[src/rtl/core/spq_pkg.sv]
// ----------------------------------------------------------------------------
// spq_pkg
// Types, codes and helpers shared by the stable priority queue modules.
// ----------------------------------------------------------------------------
`default_nettype none

package spq_pkg;

    // Input word: one add or call request.
    typedef struct packed {
        logic       opcode;
        logic [2:0] priority_level;
        logic [15:0] patient_tag;
    } spq_in_t;

    // Result word: one per request.
    typedef struct packed {
        logic [1:0]  outcome;
        logic [15:0] popped_tag;
        logic [2:0]  popped_level;
        logic [1:0]  room_code;
        logic [4:0]  entry_count;
    } spq_out_t;

    // One stored entry.
    typedef struct packed {
        logic [2:0]  level;
        logic [15:0] tag;
    } spq_entry_t;

    // Status from the sequencer to the top level.
    typedef struct packed {
        logic     idle;
        logic     done;
        spq_out_t word;
    } spq_resp_t;

    typedef enum logic [2:0] {
        ST_IDLE,
        ST_ADD_READ,
        ST_ADD_CMP,
        ST_POP_READ,
        ST_POP_DATA,
        ST_EMIT
    } spq_state_t;

    localparam logic OP_ADD  = 1'b0;
    localparam logic OP_CALL = 1'b1;

    localparam logic [1:0] OUTC_ADDED  = 2'd0;
    localparam logic [1:0] OUTC_FULL   = 2'd1;
    localparam logic [1:0] OUTC_POPPED = 2'd2;
    localparam logic [1:0] OUTC_EMPTY  = 2'd3;

    localparam logic [2:0] LEVEL_CRITICAL = 3'd1;
    localparam logic [2:0] LEVEL_SERIOUS  = 3'd2;
    localparam logic [2:0] LEVEL_FAIR     = 3'd3;
    localparam logic [2:0] LEVEL_GOOD     = 3'd4;

    localparam logic [1:0] ROOM_EMERGENCY    = 2'd0;
    localparam logic [1:0] ROOM_EXAMINATION  = 2'd1;
    localparam logic [1:0] ROOM_CONSULTATION = 2'd2;
    localparam logic [1:0] ROOM_NONE         = 2'd3;

    function automatic logic [1:0] room_for(input logic [2:0] level);
        logic [1:0] room;
        if (level == LEVEL_CRITICAL) begin
            room = ROOM_EMERGENCY;
        end else if (level == LEVEL_SERIOUS) begin
            room = ROOM_EXAMINATION;
        end else if (level == LEVEL_FAIR || level == LEVEL_GOOD) begin
            room = ROOM_CONSULTATION;
        end else begin
            room = ROOM_NONE;
        end
        return room;
    endfunction

endpackage

`default_nettype wire

[src/rtl/core/stable_priority_queue_top.sv]
// ----------------------------------------------------------------------------
// stable_priority_queue_top
// Bounded priority queue sorted by level, first in first out among equals.
// ----------------------------------------------------------------------------
// Every input word yields one result word. A call reads the head entry from
// the RAM and advances the head; an add walks back from the tail through the
// single RAM, which moves one entry per cycle, and writes the new entry once
// it meets an entry of equal or lower level or reaches the head. A dropped add
// or a call on an empty queue skips the RAM and goes straight to its result.
// The input side is ready only while the sequencer is idle; a finished result
// sits in the output register, so the next word can be accepted before it is
// taken. Stored entries live in a RAM that needs no clearing after reset.
// ----------------------------------------------------------------------------
`default_nettype none

module stable_priority_queue_top #(
    parameter int QUEUE_DEPTH = 16
) (
    input  wire logic              aclk,
    input  wire logic              aresetn,
    input  wire logic              s_valid,
    output logic                   s_ready,
    input  wire spq_pkg::spq_in_t  s_data,
    output logic                   m_valid,
    input  wire logic              m_ready,
    output spq_pkg::spq_out_t      m_data
);
    import spq_pkg::*;

    logic      m_valid_reg, m_valid_next;
    spq_out_t  m_data_reg, m_data_next;
    logic      emit_ok;
    logic      start;
    spq_resp_t resp;

    spq_seq #(
        .QUEUE_DEPTH (QUEUE_DEPTH)
    ) u_seq (
        .aclk    (aclk),
        .aresetn (aresetn),
        .start   (start),
        .req     (s_data),
        .emit_ok (emit_ok),
        .resp    (resp)
    );

    assign s_ready = resp.idle;
    assign start   = s_valid && resp.idle;
    // The output register can take a new word when empty or being drained.
    assign emit_ok = !m_valid_reg || m_ready;

    always_comb begin
        m_valid_next = m_valid_reg;
        m_data_next  = m_data_reg;
        if (m_valid_reg && m_ready) begin
            m_valid_next = 1'b0;
        end
        if (resp.done && emit_ok) begin
            m_valid_next = 1'b1;
            m_data_next  = resp.word;
        end
    end

    always_ff @(posedge aclk) begin
        if (!aresetn) begin
            m_valid_reg <= 1'b0;
        end else begin
            m_valid_reg <= m_valid_next;
        end
    end

    always_ff @(posedge aclk) begin
        m_data_reg <= m_data_next;
    end

    assign m_valid = m_valid_reg;
    assign m_data  = m_data_reg;

endmodule

`default_nettype wire

[src/rtl/core/spq_ram.sv]
// ----------------------------------------------------------------------------
// spq_ram
// Generic single-write, single-read RAM with a registered read port.
// ----------------------------------------------------------------------------
`default_nettype none

module spq_ram #(
    parameter int WIDTH = 19,
    parameter int DEPTH = 16
) (
    input  wire logic                     aclk,
    input  wire logic                     we,
    input  wire logic [$clog2(DEPTH)-1:0] waddr,
    input  wire logic [WIDTH-1:0]         wdata,
    input  wire logic [$clog2(DEPTH)-1:0] raddr,
    output logic      [WIDTH-1:0]         rdata
);

    logic [WIDTH-1:0] mem [DEPTH];

    always_ff @(posedge aclk) begin
        if (we) begin
            mem[waddr] <= wdata;
        end
        rdata <= mem[raddr];
    end

endmodule

`default_nettype wire

[src/rtl/core/spq_seq.sv]
// ----------------------------------------------------------------------------
// spq_seq
// Sequencer that keeps the queue as a sorted ring in one RAM. An add walks
// back from the tail, moving each entry of higher level up one slot, one
// compare and one move per cycle. A call reads the head and advances it.
// ----------------------------------------------------------------------------
`default_nettype none

module spq_seq #(
    parameter int QUEUE_DEPTH = 16
) (
    input  wire logic               aclk,
    input  wire logic               aresetn,
    input  wire logic               start,
    input  wire spq_pkg::spq_in_t   req,
    input  wire logic               emit_ok,
    output spq_pkg::spq_resp_t      resp
);
    import spq_pkg::*;

    localparam int PW = $clog2(QUEUE_DEPTH);
    localparam int CW = $clog2(QUEUE_DEPTH + 1);
    localparam logic [PW-1:0] LAST_SLOT = PW'(QUEUE_DEPTH - 1);
    localparam logic [CW-1:0] FULL_COUNT = CW'(QUEUE_DEPTH);

    spq_state_t state_reg, state_next;
    logic [PW-1:0] head_reg, head_next;
    logic [PW-1:0] tail_reg, tail_next;
    logic [CW-1:0] count_reg, count_next;
    logic [CW-1:0] step_reg, step_next;
    logic [PW-1:0] wr_ptr_reg, wr_ptr_next;
    logic [PW-1:0] rd_ptr_reg, rd_ptr_next;
    spq_in_t       req_reg, req_next;
    spq_out_t      res_reg, res_next;

    logic          ram_we;
    logic [PW-1:0] ram_waddr;
    logic [PW-1:0] ram_raddr;
    spq_entry_t    ram_wdata;
    spq_entry_t    ram_rdata;
    spq_entry_t    new_entry;

    function automatic logic [PW-1:0] ptr_inc(input logic [PW-1:0] p);
        return (p == LAST_SLOT) ? '0 : p + PW'(1);
    endfunction

    function automatic logic [PW-1:0] ptr_dec(input logic [PW-1:0] p);
        return (p == '0) ? LAST_SLOT : p - PW'(1);
    endfunction

    function automatic logic [4:0] count5(input logic [CW-1:0] c);
        logic [CW+4:0] ext;
        ext = {5'b0, c};
        return ext[4:0];
    endfunction

    spq_ram #(
        .WIDTH ($bits(spq_entry_t)),
        .DEPTH (QUEUE_DEPTH)
    ) u_ram (
        .aclk  (aclk),
        .we    (ram_we),
        .waddr (ram_waddr),
        .wdata (ram_wdata),
        .raddr (ram_raddr),
        .rdata (ram_rdata)
    );

    assign new_entry = '{level: req_reg.priority_level, tag: req_reg.patient_tag};

    always_ff @(posedge aclk) begin
        if (!aresetn) begin
            state_reg <= ST_IDLE;
            head_reg  <= '0;
            tail_reg  <= '0;
            count_reg <= '0;
        end else begin
            state_reg <= state_next;
            head_reg  <= head_next;
            tail_reg  <= tail_next;
            count_reg <= count_next;
        end
    end

    always_ff @(posedge aclk) begin
        step_reg   <= step_next;
        wr_ptr_reg <= wr_ptr_next;
        rd_ptr_reg <= rd_ptr_next;
        req_reg    <= req_next;
        res_reg    <= res_next;
    end

    always_comb begin
        state_next  = state_reg;
        head_next   = head_reg;
        tail_next   = tail_reg;
        count_next  = count_reg;
        step_next   = step_reg;
        wr_ptr_next = wr_ptr_reg;
        rd_ptr_next = rd_ptr_reg;
        req_next    = req_reg;
        res_next    = res_reg;
        ram_we      = 1'b0;
        ram_waddr   = wr_ptr_reg;
        ram_wdata   = new_entry;
        ram_raddr   = head_reg;

        unique case (state_reg)
            ST_IDLE: begin
                if (start) begin
                    req_next = req;
                    if (req.opcode == OP_ADD) begin
                        if (count_reg == FULL_COUNT) begin
                            res_next = '{outcome: OUTC_FULL, popped_tag: '0,
                                         popped_level: '0, room_code: ROOM_NONE,
                                         entry_count: count5(count_reg)};
                            state_next = ST_EMIT;
                        end else begin
                            step_next   = count_reg;
                            wr_ptr_next = tail_reg;
                            state_next  = ST_ADD_READ;
                        end
                    end else begin
                        if (count_reg == '0) begin
                            res_next = '{outcome: OUTC_EMPTY, popped_tag: '0,
                                         popped_level: '0, room_code: ROOM_NONE,
                                         entry_count: count5(count_reg)};
                            state_next = ST_EMIT;
                        end else begin
                            state_next = ST_POP_READ;
                        end
                    end
                end
            end
            ST_ADD_READ: begin
                if (step_reg == '0) begin
                    // Reached the head: the new entry goes in the free slot.
                    ram_we     = 1'b1;
                    count_next = count_reg + CW'(1);
                    tail_next  = ptr_inc(tail_reg);
                    res_next   = '{outcome: OUTC_ADDED, popped_tag: '0,
                                   popped_level: '0, room_code: ROOM_NONE,
                                   entry_count: count5(count_reg + CW'(1))};
                    state_next = ST_EMIT;
                end else begin
                    ram_raddr   = ptr_dec(wr_ptr_reg);
                    rd_ptr_next = ptr_dec(wr_ptr_reg);
                    state_next  = ST_ADD_CMP;
                end
            end
            ST_ADD_CMP: begin
                // Only a strictly higher level moves, which keeps equals in order.
                if (ram_rdata.level > req_reg.priority_level) begin
                    ram_we      = 1'b1;
                    ram_wdata   = ram_rdata;
                    wr_ptr_next = rd_ptr_reg;
                    step_next   = step_reg - CW'(1);
                    if (step_reg == CW'(1)) begin
                        state_next = ST_ADD_READ;
                    end else begin
                        ram_raddr   = ptr_dec(rd_ptr_reg);
                        rd_ptr_next = ptr_dec(rd_ptr_reg);
                    end
                end else begin
                    ram_we     = 1'b1;
                    count_next = count_reg + CW'(1);
                    tail_next  = ptr_inc(tail_reg);
                    res_next   = '{outcome: OUTC_ADDED, popped_tag: '0,
                                   popped_level: '0, room_code: ROOM_NONE,
                                   entry_count: count5(count_reg + CW'(1))};
                    state_next = ST_EMIT;
                end
            end
            ST_POP_READ: begin
                ram_raddr  = head_reg;
                state_next = ST_POP_DATA;
            end
            ST_POP_DATA: begin
                head_next  = ptr_inc(head_reg);
                count_next = count_reg - CW'(1);
                res_next   = '{outcome: OUTC_POPPED, popped_tag: ram_rdata.tag,
                               popped_level: ram_rdata.level,
                               room_code: room_for(ram_rdata.level),
                               entry_count: count5(count_reg - CW'(1))};
                state_next = ST_EMIT;
            end
            ST_EMIT: begin
                if (emit_ok) begin
                    state_next = ST_IDLE;
                end
            end
            default: begin
                state_next = ST_IDLE;
            end
        endcase
    end

    assign resp.idle = (state_reg == ST_IDLE);
    assign resp.done = (state_reg == ST_EMIT);
    assign resp.word = res_reg;

endmodule

`default_nettype wire

[config.mk]
export PLATFORM = sky130hd
export DESIGN_NAME = stable_priority_queue_top
export DESIGN_NICKNAME = d
export VERILOG_FILES = /design/src/rtl/core/spq_pkg.sv /design/src/rtl/core/stable_priority_queue_top.sv /design/src/rtl/core/spq_ram.sv /design/src/rtl/core/spq_seq.sv
export SDC_FILE = /design/constraint.sdc
export NUM_CORES = 1
export LEC_CHECK = 0
export BUFFER_PORTS_ARGS = -buffer_cell sky130_fd_sc_hd__buf_2
export CAP_MARGIN = 20
export CORE_AREA = 2 2 188 190
export DETAILED_ROUTE_END_ITERATION = 7
export DIE_AREA = 0 0 190 192
export PLACE_DENSITY = 0.66
export SYNTH_ARGS = -nofsm -noshare
export SYNTH_HDL_FRONTEND = slang
export SYNTH_SLANG_ARGS = --single-unit
[constraint.sdc]
create_clock -name aclk -period 3.8 [get_ports aclk]
set_input_delay 1.14 -clock aclk [delete_from_list [all_inputs] [get_ports aclk]]
set_output_delay 1.14 -clock aclk [all_outputs]
set_load 0.01 [all_outputs]
=== Word level (Yosys, flattened, before mapping) ===
Memories as Yosys holds them, arrays and structs flattened. A register that Yosys moved wholly into a read port is not among the register bits.
Cells that the tools add are included.

* Register bits: 105
* Bits in writable memories: 304
* Bits of input ports: 24
* Word-level logic and storage cells: 132
* Memories: 1

{| class="wikitable"
|+ Memories
! name !! words !! bits a word !! read ports !! clocked after memory_dff !! write ports !! RTL line !! RTL
|-
| u_seq.u_ram.mem || 16 || 19 || 1 || 1 || 1 || spq_ram.sv:19 || <nowiki>logic [WIDTH-1:0] mem [DEPTH];</nowiki>
|}

* Add/sub/neg operators: 7
* Order comparisons: 1
* Equality and inequality tests: 25
* Mux-type cells: 55
* Reductions and logical operators: 23

{| class="wikitable"
|+ Operators with widths
! cell !! number
|-
| 28-bit 2-to-1 mux || 6
|-
| 28-bit case mux with 4 select lines || 1
|-
| 4-bit 2-to-1 mux || 16
|-
| 19-bit 2-to-1 mux || 2
|-
| 4-bit case mux with 2 select lines || 4
|-
| 5-bit 2-to-1 mux || 6
|-
| 3-bit 2-to-1 mux || 8
|-
| 3-bit case mux with 6 select lines || 1
|-
| 5-bit case mux with 3 select lines || 1
|-
| 3-bit by 2-bit == test with 1-bit output, second input constant || 4
|-
| 2-bit inequality test, second input constant || 6
|-
| 5-bit logical NOT || 2
|-
| 5-bit case mux with 2 select lines || 1
|-
| 5-bit by 1-bit subtractor with 5-bit output, second input constant || 2
|-
| 3-bit == test, second input constant || 3
|-
| 3-bit AND reduction || 3
|-
| 4-bit by 1-bit adder with 4-bit output, second input constant || 2
|-
| 4-bit == test, second input constant || 2
|-
| 4-bit logical NOT || 2
|-
| 4-bit by 1-bit subtractor with 4-bit output, second input constant || 2
|-
| 3-bit by 1-bit == test with 1-bit output, second input constant || 2
|-
| 1-bit 2-to-1 mux || 6
|-
| 2-bit by 1-bit inequality test with 1-bit output, second input constant || 3
|-
| 6-bit AND reduction || 1
|-
| other kinds (19) || 25
|}

=== Depth between registers and ports, before layout ===
Gate-level depths: netlist (run 1).

* Depth after elaboration: 6
* Mapped depth: 14
* Depth with buffers taken out: 10

=== Modules after synthesis ===
From an unflattened synthesis (run 1), not the netlist that was laid out.

* Cell total of the unflattened synthesis: 935
* Area total of the unflattened synthesis: 16956.3 µm²

{| class="wikitable"
|+ By module, submodules not included
! module !! times used !! cells an instance !! area an instance (µm²) !! sequential area each (µm²)
|-
| spq_ram || 1 || 507 || 11846.4 || 9509.1
|-
| spq_seq || 1 || 394 || 4205.3 || 2122.0
|-
| stable_priority_queue_top || 1 || 34 || 904.6 || 860.8
|}

=== Worst setup path before layout (run 1) ===
OpenSTA, ideal clock, no wires.

* Kind: reg2reg
* Start: register u_seq.req_reg, in the netlist u_seq.new_entry[18]
* End: register u_seq.res_reg, in the netlist u_seq.resp[0], enable pin
* Data arrival time: 3.347 ns
* Data required time: 3.352 ns
* Slack: 0.005 ns
* Stages on the path, launching flop included: 10
* Period minus slack after synthesis: 3.795 ns
* Path through: edfxtp_1 inv_1 ha_1 a21oi_1 nand2_1 and3_1 buf_6 a31oi_1 nand2_1 nor3_1

* Cells in the longest elaborated chain, start to end: 3

{| class="wikitable"
|+ RTL lines
! element !! RTL line !! RTL
|-
| from (decl) || spq_seq.sv:33 || <nowiki>spq_in_t req_reg, req_next;</nowiki>
|-
| from (signal assigned) || spq_seq.sv:89 || <nowiki>req_reg <= req_next;</nowiki>
|-
| 3-bit > comparator || spq_seq.sv:153 || <nowiki>if (ram_rdata.level > req_reg.priority_level) begin</nowiki>
|-
| 2-bit inequality test (no line) || n/a ||
|-
| 6-bit AND reduction (no line) || n/a ||
|-
| to (signal assigned) || spq_seq.sv:90 || <nowiki>res_reg <= res_next;</nowiki>
|-
| to (decl) || spq_seq.sv:34 || <nowiki>spq_out_t res_reg, res_next;</nowiki>
|}

Every way passes these cells.
A chain may end at the register's enable or synchronous reset.

=== Worst setup path in the final report (run 1) ===
* Start: register u_seq.state_reg[1]
* End: register u_seq.u_ram.rdata[0], read port of u_seq.u_ram.mem

* Cells in the longest elaborated chain, start to end: 2

{| class="wikitable"
|+ RTL lines
! element !! RTL line !! RTL
|-
| from (decl) || spq_seq.sv:26 || <nowiki>spq_state_t state_reg, state_next;</nowiki>
|-
| from (signal assigned) || spq_seq.sv:78 || <nowiki>state_reg <= state_next;</nowiki>
|-
| 3-bit by 2-bit == test with 1-bit output / 3-bit by 1-bit == test with 1-bit output (equally long branches) || spq_seq.sv:108 || <nowiki>unique case (state_reg)</nowiki>
|-
| 4-bit case mux with 2 select lines (*) || spq_seq.sv:108 ||
|-
| to (decl) || spq_ram.sv:16 || <nowiki>output logic [WIDTH-1:0] rdata</nowiki>
|}

Every way passes the cells marked *; elsewhere a longest branch is shown, timed or not.

==> results of run 1 <==
==> power by group through the flow <==
| stage | combinational (mW) | sequential, mW | clock, mW |
|---|---|---|---|
| 3_5_place_dp | 5.23 | 6.82 | 0 |
| 2_1_floorplan | 3.64 | 6.68 | 0 |
| 5_1_grt | 5.70 | 6.79 | 4.34 |
| 6_report | 5.26 | 6.73 | 4.10 |
| 4_1_cts | 5.26 | 6.72 | 4.17 |
| 3_3_place_gp | 5.07 | 6.80 | 0 |
==> placed cells by master (no fill, tap or decap), drive strengths merged, types with 2 or more instances in the layout <==
cell and n:
a211oi 3, a21boi 5, a21oi 14, a221o 3
a221oi 3, a311oi 3, a31oi 3, a32oi 76
and2 9, and3 21, and4 19, buf 102
bufinv 2, clkbuf 60, clkinv 15, dfxtp 36
edfxtp 392, ha 15, inv 15, mux2i 78
nand2 255, nand2b 5, nand3 6, nand4 3
nor2 33, nor2b 4, nor3 18, nor3b 3
nor4 2, o21a 4, o21ai 19, o31ai 2
or3 3, xnor2 14, xor2 5
==> kinds of logic after synthesis <==
family	Yosys count
multiplexers	78
flip-flops	428
AND/OR/NAND/NOR	383
buffers and inverters	72
AO/OA/AOI/OAI	141
XOR/XNOR	19
adder cells (fa/ha/maj)	15
==> worst max-delay path: stages, from the launching register on <==
cell and delay (ns):
dfxtp_1 0.48, nand2b_1 0.31, nor3_4 0.53, a21oi_4 0.18
a221o_2 0.48, nor3_4 0.49, buf_4 0.35, a32oi_1 0.15
and4_1 0.22
==> cell type report <==
| type | instances | area, um^2 |
|---|---|---|
| fillers | 2604 | 14900 |
| multi-input cells | 636 | 4180 |
| clock buffers | 60 | 1230 |
| flip-flops and latches | 428 | 12500 |
| well taps | 455 | 569 |
| clock inverters | 18 | 143 |
| repair buffers | 102 | 741 |
| inverters | 14 | 52.6 |
==> layer usage <==
layer / global-route usage / vias up
met2: 0.371 / 409
li1: - / 4488
met4: 0.0641 / 0
met5: 0 / -
met1: 0.301 / 5102
met3: 0.0409 / 59
==> how the worst min path moves through the flow <==
stage                            end  slack (ns)  depth (start not counted)
after CTS                 m_data[27]        0.42                          0
after floorplan            m_data[0]        0.40                          0
final                     m_data[13]        0.42                          0
after detailed placement  m_data[17]        0.40                          0
after global placement    m_data[20]        0.40                          0
after global routing      m_data[13]        0.42                          0
==> synthesized netlist by cell type, types with 2 or more instances <==
library cell	instances
a211oi_1	2
nor3_1	9
nand4_1	3
a221oi_4	2
nand2b_1	5
nand3_1	6
o31ai_1	2
buf_6	11
edfxtp_1	392
xor2_1	5
nor2b_1	4
a31oi_1	3
and4_1	19
ha_1	15
buf_4	10
dfxtp_1	36
a21boi_0	5
mux2i_1	78
or3_1	3
a32oi_1	76
nand2_1	255
a311oi_1	3
buf_2	15
nor3_4	9
inv_1	14
a21oi_1	13
o21a_1	4
and3_1	21
clkbuf_1	21
nor2_1	32
o21ai_0	19
xnor2_1	14
and2_1	8
nor3b_1	3
nor4_1	2
==> summary.txt, run 1 <==
Logic synthesis
  • Multiplexer share of the synthesized area: 0.0459
  • Synth top area cells: edfxtp_1 (69%), nand2_1 (5.6%), mux2i_1 (4.6%), dfxtp_1 (4.2%), a32oi_1 (3.9%)
  • Register area share after synthesis: 0.734
  • Warning count from the yosys run: 0
  • Complex-gate fraction of the synthesized area: 0.0691
  • Post-Synth Adder-Cell Area: 0.0110
  • Gate count after technology mapping: 1136
  • Yosys top cell area share: 0.692
  • Post-Synth Simple-Gate Area: 0.106
  • Post-synth EDFFs: about 390
  • Area leader, netlist: edfxtp_1
  • Netlist cell types: 52
  • Ys async rst share: 0
  • Net count of the mapped netlist: 1175
  • Synth Cell Area: 0.0170 mm^2
  • Syn Area/Cell: 15.0 um^2
  • Commonest register cell after synthesis: edfxtp_1
  • Synthesized flop and latch total: between 400 and 500
  • Largest family of logic cells by synthesized area: simple AND/OR/NAND/NOR gates
  • Synth Area in XOR/XNOR: 0.00978

STA
  • Max Clk Rate: 0.302 GHz
  • RSZ-0062 raised after global routing: no
  • Final TNS setup: 0 ns
  • Setup ws final: 0.494 ns
  • Fin. max-slew vios: 0
  • Final period utilization: 0.870
  • Final setup viols: 0
  • Post-route minimum period: around 3.3 ns
  • Slew HR: 0.460
  • Clock Skew: 0.0226 ns
  • Worst Tran Pin Value: 0.803 ns
  • Hold Slack: 0.418 ns
  • Hold Vio Cnt, Final: 0

Global routing
  • First-pass GRT wire length: approximately 60000 um
  • GR Util All Layers: 0.223
  • Largest net degree at the start of global routing: 57
  • Grt total ovfl: 0
  • Vias in the first global route: 9795
  • Antenna violations before repair: 0

Layout
  • Post-Layout Cell Count: ~1700
  • Fin area: 0.0194 mm^2
  • Antenna Cells: 0
  • Share of layout cells above drive strength 1: 0.157
  • Core Util, Final: 0.566
  • Synth-to-Final Area Change: 14.1%
  • Fin nets: 1264
  • Max reg flops: about 300

Floorplan
  • Core ar.: ~0.034 mm^2
  • # rows: 68
  • Ports: 54
  • Total die area: 0.0365 mm^2
  • Initial core utilization: 0.496
  • Die Y-Extent: 192 um
  • Die width: 190 um

Critical path
  • Worst Path Arrival: approximately 3.8 ns
  • R2r endpoint: u_seq.u_ram.rdata[0]
  • R2R setup slack: approximately 0.49 ns
  • Reg2reg start: u_seq.state_reg[1]
  • Worst Reg-to-Reg Cells: 8
  • Setup crit end kind: register
  • CP required: roughly 4.3 ns
  • Setup crit start: u_seq.state_reg[1]
  • WS Path Type: register to register
  • Worst setup endpoint: u_seq.u_ram.rdata[0]
  • Worst setup SP type: register
  • CP Max Fanout: 16

Route
  • Metal2 WL: 19500 um
  • DRT iter0 DRCs: 1226
  • Final antenna-violating net count: 0
  • Pre-antenna DRT Iters: 6
  • Final wirelength: roughly 40000 um
  • Highest metal used: met4
  • Via-per-instance ratio: 5.87
  • DRC viols: 0
  • Vias: 10100
  • WL/cell: 23.4 um
  • Met3 wire len: 2950 um
  • Met1 WL: 16800 um

CTS
  • Post-CTS Setup Bufs: 0
  • CTS Buf Count: 43
  • Post_cts resized: 0
  • Clock root buffer: clkbuf_16
  • CTS Hold Bufs: 0
  • Clk buf depth: 3
  • Clock transition at path regs: approximately 0.060 ns
  • Worst-Skew Late Latency: 0.55 ns
  • CTS sink cnt: 428
  • H-tree depth: 2
  • CTS tree: yes

Power
  • Pint: 10.6 mW
  • Switching part of the total power: 0.344
  • Pwr/cell area: 829 mW/mm^2
  • Net load switching power: roughly 5.5 mW
  • Clock power share: 0.255
  • Pleak: 7.05 nW
  • Sequential share of power: 0.419
  • Maximum vdd drop: 499 uV
  • Final Power: between 15 and 20 mW
  • Gate power share: 0.327

Placed design
  • GPL Wtd Cong: 0.791
  • Placed Cells: between 1500 and 2000
  • Placed Area: 0.0180 mm^2
  • Pre-CTS setup slack: 0.527 ns
  • HPWL after detailed placement: ~23000 um
  • IO Port Bufs: 53

Run status
  • Status: complete, no violations

Hold path
  • Hold Path Class: register to register
  • Min-delay src: u_seq.resp[13]

Job
  • Total of max-cap violations: 0
(Power assumes the default switching activity.)
==> inputs of run 2 (changes only) <==
--- a/config.mk
+++ b/config.mk
@@ -10,7 +10,7 @@
 export CORE_AREA = 2 2 188 190
 export DETAILED_ROUTE_END_ITERATION = 7
 export DIE_AREA = 0 0 190 192
-export PLACE_DENSITY = 0.66
+export PLACE_DENSITY = 0.65
 export SYNTH_ARGS = -nofsm -noshare
 export SYNTH_HDL_FRONTEND = slang
 export SYNTH_SLANG_ARGS = --single-unit
==> run 2 against run 1 <==
Effect of this change:
- final cell count decreased by 0.23%
- global-route usage decreased by 1.0 points
- register-to-register slack got worse by 0.08 ns
- via count decreased by 2.3%
- hold slack about the same
- critical path type unchanged
- largest cell class unchanged
- highest routed layer unchanged
==> summary.txt, run 2 (synthesis gave the netlist of run 1 again) <==
Layout
  • Max reg flops: 304 (unchanged)
  • Share of layout cells above drive strength 1: 0.156 (-0.00189)
  • Synth-to-Final Area Change: 13.6%
  • Most frequent cells in the layout: edfxtp_1 (392), nand2_1 (255), mux2i_1 (78)
  • Antenna Cells: 0 (unchanged)
  • Fin nets: 1260 (-0.32%)
  • Commonest non-fill, non-tap cell in the layout: edfxtp_1
  • Fillers: 2654 (+1.9%)
  • Core Util, Final: 0.564 (-0.00252)

Global routing
  • GR Util All Layers: 0.212 (-0.0104)
  • Grt total ovfl: 0 (unchanged)
  • Antenna violations before repair: 1 (+1)
  • First-pass GRT wire length: 57400 um (-4.6%)
  • Vias in the first global route: 9472 (-3.3%)
  • Largest net degree at the start of global routing: 50 (-12%)

Power
  • Pwr/cell area: 822 mW/mm^2 (-0.78%)
  • Final Power: 15.9 mW (-1.2%)
  • Pint: 10.4 mW (-1.2%)
  • Net load switching power: 5.46 mW (-1.3%)
  • Sequential share of power: 0.426 (+0.007)
  • Clock power share: 0.252 (-0.003)
  • Gate power share: 0.321 (-0.006)
  • Pleak: 7.01 nW (-0.57%)
  • Switching part of the total power: 0.343 (about the same)
  • Maximum vdd drop: 543 uV (+8.9%)

Floorplan
  • Core ar.: 0.0343 mm^2 (unchanged)
  • Die width: 190 um (unchanged)
  • Die Y-Extent: 192 um (unchanged)
  • # rows: 68 (unchanged)
  • Ports: 54 (unchanged)
  • Total die area: 0.0365 mm^2 (unchanged)
  • Initial core utilization: 0.496 (unchanged)

Critical path
  • Worst path depth: 11 (+3)
  • Slowest-stage cell, CP: dfxtp_1
  • Worst-path cell chain: ha_1 > a21oi_1 > nand2_1 > nand3_1 > a21oi_1 > a221oi_4 > buf_12 > buf_12 > mux2i_1 > a32oi_1 > and4_1
  • WS Path Type: register to register
  • Worst setup SP type: register
  • Worst Reg-to-Reg Cells: 11 (+3)
  • Top Family by Delay on Critical Path: compound AO/OA/AOI/OAI gates
  • CP Max Fanout: 49 (+33)
  • CP required: 4.21 ns (-0.04 ns)
  • Worst Path Arrival: 3.79 ns (+0.04 ns)
  • Slowest stage delay, CP: 0.52 ns (about the same)
  • Setup crit end kind: register
  • WP buf/inv: 2 (+1)

CTS
  • Post-CTS Setup Bufs: 0 (unchanged)
  • Worst-Skew Late Latency: 0.55 ns (about the same)
  • CTS Buf Count: 42 (-2.3%)
  • CTS tree: yes
  • H-tree depth: 2 (unchanged)
  • CTS Hold Bufs: 0 (unchanged)
  • Post_cts resized: 0 (unchanged)
  • Clk buf depth: 3 (unchanged)
  • Clock transition at path regs: 0.06 ns (about the same)
  • CTS sink cnt: 428 (unchanged)
  • Clock root buffer: clkbuf_16

Route
  • DRT iter0 DRCs: 989 (-19%)
  • Final antenna-violating net count: 0 (unchanged)
  • Pre-antenna DRT Iters: 6 (unchanged)
  • Vias: 9828 (-2.3%)
  • Final wirelength: 38300 um (-4.4%)
  • Via-per-instance ratio: 5.75 (-2.1%)
  • WL/cell: 22.4 um (-4.2%)
  • DRC viols: 0 (unchanged)

STA
  • Final setup viols: 0 (unchanged)
  • Slew HR: 0.434 (-0.0264)
  • Final TNS setup: 0 ns (unchanged)
  • Fin. max-slew vios: 0 (unchanged)
  • Final period utilization: 0.891 (+0.0209)
  • Clock Skew: 0.0265 ns (+0.00390 ns)
  • Hold Vio Cnt, Final: 0 (unchanged)
  • Post-route minimum period: 3.39 ns (+0.0795 ns)
  • Worst Tran Pin Value: 0.842 ns (+0.0392 ns)
  • RSZ-0062 raised after global routing: no
  • Setup ws final: 0.414 ns (-0.0795 ns)
  • Max Clk Rate: 0.295 GHz (-2.3%)

Job
  • Total of max-cap violations: 0 (unchanged)

Placed design
  • Pre-CTS setup slack: 0.482 ns (-0.0448 ns)
  • HPWL after detailed placement: 23000 um (-1.9%)
  • IO Port Bufs: 53 (unchanged)
  • GPL Wtd Cong: 0.821 (+3.8%)

Hold path
  • Hold path depth: 0 (unchanged)
  • Hold Path Class: register to register

Run status
  • Status: complete, no violations
run 2: cell count changes in the layout (fill, tap and decap cells not counted), moves of 2 or more:
cell / change
clkinv_2: +3
clkbuf_8: -3
clkbuf_16: -2
clkbuf_1: -2
run 2: routing by layer:
layer / global-route usage / share of wire / up-vias
li1: - / - / 4489
met1: 0.298 / 0.43 / 4875
met2: 0.344 / 0.48 / 403
met3: 0.0344 / 0.077 / 61
met4: 0.0614 / 0.019 / 0
met5: 0 / 0 / -
run 2: final timing paths:
path / slack (ns) / from / to
setup / recovery: 0.41 / u_seq.u_ram.rdata[18] / u_seq.u_ram.rdata[16]
hold / removal: 0.42 / u_seq.resp[11] / m_data[11]
setup reg to reg: 0.41 / u_seq.u_ram.rdata[18] / u_seq.u_ram.rdata[16]
hold reg to reg: 0.42 / u_seq.resp[11] / m_data[11]
run 2: power by group through the flow:
stage,sequential [mW],clock [mW],combinational (mW)
final,6.77,4.01,5.11
after global routing,6.83,4.26,5.56
after CTS,6.77,4.07,5.11
after detailed placement,6.85,0,5.08
after global placement,6.84,0,5.04
after floorplan,6.68,0,3.64
run 2: cell type report:
class,instances,area [um^2],share of cell area
Clock inverter,24,210,0.0109
Tap cell,455,569,0.0295
Clock buffer,53,1130,0.0586
Sequential cell,428,12500,0.646
Multi-Input combinational cell,636,4180,0.216
Inverter,14,52.6,0.00272
Timing Repair Buffer,99,686,0.0355
run 2: per-stage QoR:
step	instance area (um^2)	cells	hold WS, ns
after floorplan	17000	1136	0.400
after global placement	18000	1632	0.401
after detailed placement	18000	1632	0.405
after CTS	19300	1709	0.420
after global routing	19300	1709	0.425
final	19300	1709	0.418
